$ cat config.mk
export PLATFORM = sky130hd
export DESIGN_NAME = bcd_ram
export DESIGN_NICKNAME = d
export VERILOG_FILES = /design/src/sv/bcd_ram.sv
export SDC_FILE = /design/constraint.sdc
export NUM_CORES = 1
export LEC_CHECK = 0
export BUFFER_PORTS_ARGS = -buffer_cell sky130_fd_sc_hd__buf_4
export CORE_MARGIN = 1
export CORE_UTILIZATION = 57
export CTS_BUF_LIST = sky130_fd_sc_hd__clkbuf_8
export DETAILED_ROUTE_END_ITERATION = 6
export PLACE_DENSITY_LB_ADDON = 0.3
export SLEW_MARGIN = 20
export SYNTH_ARGS = -nofsm -noshare
export SYNTH_HDL_FRONTEND = slang
export SYNTH_SLANG_ARGS = --single-unit
$ cat constraint.sdc
create_clock -name clk -period 2.1 [get_ports clk]
set_input_delay 0 -clock clk [delete_from_list [all_inputs] [get_ports clk]]
set_output_delay 0 -clock clk [all_outputs]
set_load 0.01 [all_outputs]
$ cat src/sv/bcd_ram.sv
// Generic simple dual-port RAM with registered read.
`default_nettype none
module bcd_ram #(
  parameter int WIDTH = 8,
  parameter int DEPTH = 16,
  localparam int AW = (DEPTH > 1) ? $clog2(DEPTH) : 1
) (
  input  wire logic             clk,
  input  wire logic             we,
  input  wire logic [AW-1:0]    waddr,
  input  wire logic [WIDTH-1:0] wdata,
  input  wire logic [AW-1:0]    raddr,
  output logic      [WIDTH-1:0] rdata
);

  logic [WIDTH-1:0] mem [DEPTH];

  always_ff @(posedge clk) begin
    if (we) begin
      mem[waddr] <= wdata;
    end
    rdata <= mem[raddr];
  end

endmodule
`default_nettype wire

==> run summary <==
Initial core utilization: 59.0%
Setup bufs post-CTS: 0
Drt wl/cell: 22.1 um
Boundary pin count: 26
CP Max Fanout: 1
Placed Area: 5530 sq um
DRT antenna net count: 0
GR Overflow Total: 0
Endpoint class of the critical path: register
Fin crit period: 1.41 ns
# port buffers: 25
Initial antenna violation count: 0
Worst path required time: 2.39 ns
PD cells: 906 nW/um^2
Pre-antenna DRT Iters: 4
Reg2reg end: rdata[6]
Vias in the first global route: 2522
CTS sink cnt: 136
Resized cells post-CTS: 0
Largest cells by area after synthesis: edfxtp_1 75%, mux4_2 7.9%, mux4_1 7.1%
Worst EP arrival: 1.69 ns
Final worst slack: 0.691 ns
Worst slew pin tran: 0.762 ns
Root Buffer: clkbuf_8
Worst hold path class: input port to register
Worst-Skew Late Latency: 0.42 ns
Max Clock Freq: 0.710 GHz
Count of different cell masters after synthesis: 19
Kind of critical path: register to register
Layout Cells excl Fill: 410
TNS Setup: 0 ns
Mean post-synth cell area: 22.5 sq um
Synthesized cell area: 5150 sq um
Start point of the critical path: mem[10][6]
First-pass GRT wire length: 13800 um
Outcome: completed
Area share of the largest cell type after synthesis: 74.7%
Die area: 9410 sq um
Cell taking the most area after synthesis: edfxtp_1
Die H: 97.0 um
Iter 0 DRT Violations: 123
H-tree depth: 4
R2r startpoint: mem[10][6]
Routability congestion estimate: 0.719
Num CTS Buffers: 17
Period utilisation layout: 67.1%
Syn Nets: 247
Post-DP HPWL: 5650 um
#FFs+latches synth: 136
Yosys warnings: 0
P_leak: 2.04 nW
Via count: 2465
Asr flop ratio synth: 0%
Fin. Hold Viols: 0
Startpoint Class: register
Number of diodes: 0
Die Wd: 97.0 um
Core area: 8720 sq um
Total power: 5.44 mW
Via density: 6.01
Post-synth top cells: 128 x edfxtp_1, 18 x mux4_2, 16 x a22oi_1
Final Setup Violations: 0
Nets@finish: 307
Post-route cell area: 6010 sq um
Final design utilization: 68.9%
Gr usage total: 21.2%
Layout area overhead: 16.7%
Share of layout cells above drive strength 1: 29.8%
Pin count of the biggest net entering global routing: 33
Placed Instances: 370
Worst Setup EP: rdata[6]
Slew HR: 49.1%
Register area share after synthesis: 77.8%
Post-synth EDFFs: 128
Total Routed Length: 9080 um
CTS clk-pin slew, worst paths: 0.07 ns
Reg2reg setup slack: 0.69 ns
RSZ-0062 raised after global routing: no
Hold_ws: 0.0958 ns
# fillers: 537
VDD IR max: 0.479 mV
Skew final: 0.00990 ns
Max_cap viols: 0
Worst R2R Path Depth: 3
# DRC: 0
CTS tree: yes
Cell Rows: 34
Worst slack, placed: 0.528 ns
Count leader, synth: edfxtp_1
Final Max Slew Viols: 0
Top FF cell, synth: edfxtp_1
Clk buf depth: 2
Synth Instances: 229
## what timing repair did
| item | in CTS | in global routing |
|---|---|---|
| hold buffers | 8 | 0 |
| setup endpoints to repair | 0 | 0 |
| endpoints found under the hold margin | 128 | 0 |
## state kept, by name (all words and copies together), names as in the netlist
name	flops
mem	128
rdata	8
## metal layers
metal  vias to the layer above  GRT usage [%]  share of wire (%)
met5                         -              0                  0
met4                         0           11.0                2.1
met3                        15           6.21                7.0
met2                       107           33.4                 52
met1                      1252           27.0                 39
li1                       1091              -                  -
## worst min path at each step
stage	from	end	slack, ns	depth (start not counted)
floorplan	wdata[0]	mem[0][0]	0.1	0
global route	waddr[0]	mem[8][5]	0.07	3
CTS	waddr[0]	mem[4][7]	0.07	3
global placement	wdata[5]	mem[1][5]	0.30	1
detailed placement	wdata[5]	mem[1][5]	0.31	1
finish	waddr[0]	mem[4][7]	0.1	3
## cell families after synthesis
kind of cell	count (synthesis)	share of synthesized area, %
buffers and inverters	10	1.68
DFF	136	77.8
and+or+nand+nor	35	3.18
muxes	32	15.0
AOI/OAI and AO/OA	16	2.33
## critical path, stage by stage (launching register included)
cell and delay [ns]:
edfxtp_1 0.37, mux4_2 0.47, a22oi_1 0.28, nand2_1 0.15
## cell type report
class,count,area (sq um),area share [%]
multi-input combinational,83,1060,17.6
tap,108,135,2.25
sequential,136,4000,66.7
clock inverter,15,160,2.67
timing repair buffer,51,415,6.92
clock buffer,17,234,3.90
## layout by cell type (no fill, tap or decap), drive strengths merged
cell type	netlist	final
nor2b	1	1
nand2b	2	2
nor3	4	4
edfxtp	128	128
a22oi	16	16
nand3	1	1
and2b	1	1
nand3b	2	2
dfxtp	8	8
mux4	32	32
clkinv	0	9
clkbuf	0	17
and2	1	1
nor2	13	13
bufinv	0	3
buf	7	43
dlygate4sd3	0	8
clkinvlp	0	3
or3b	1	1
nand2	9	9
## power breakdown
part | internal, mW | switching, mW | total [mW]
registers | 3.03 | 0.0182 | 3.05
clock network | 1.15 | 0.933 | 2.08
logic | 0.147 | 0.158 | 0.306
(Power assumes the default switching activity.)
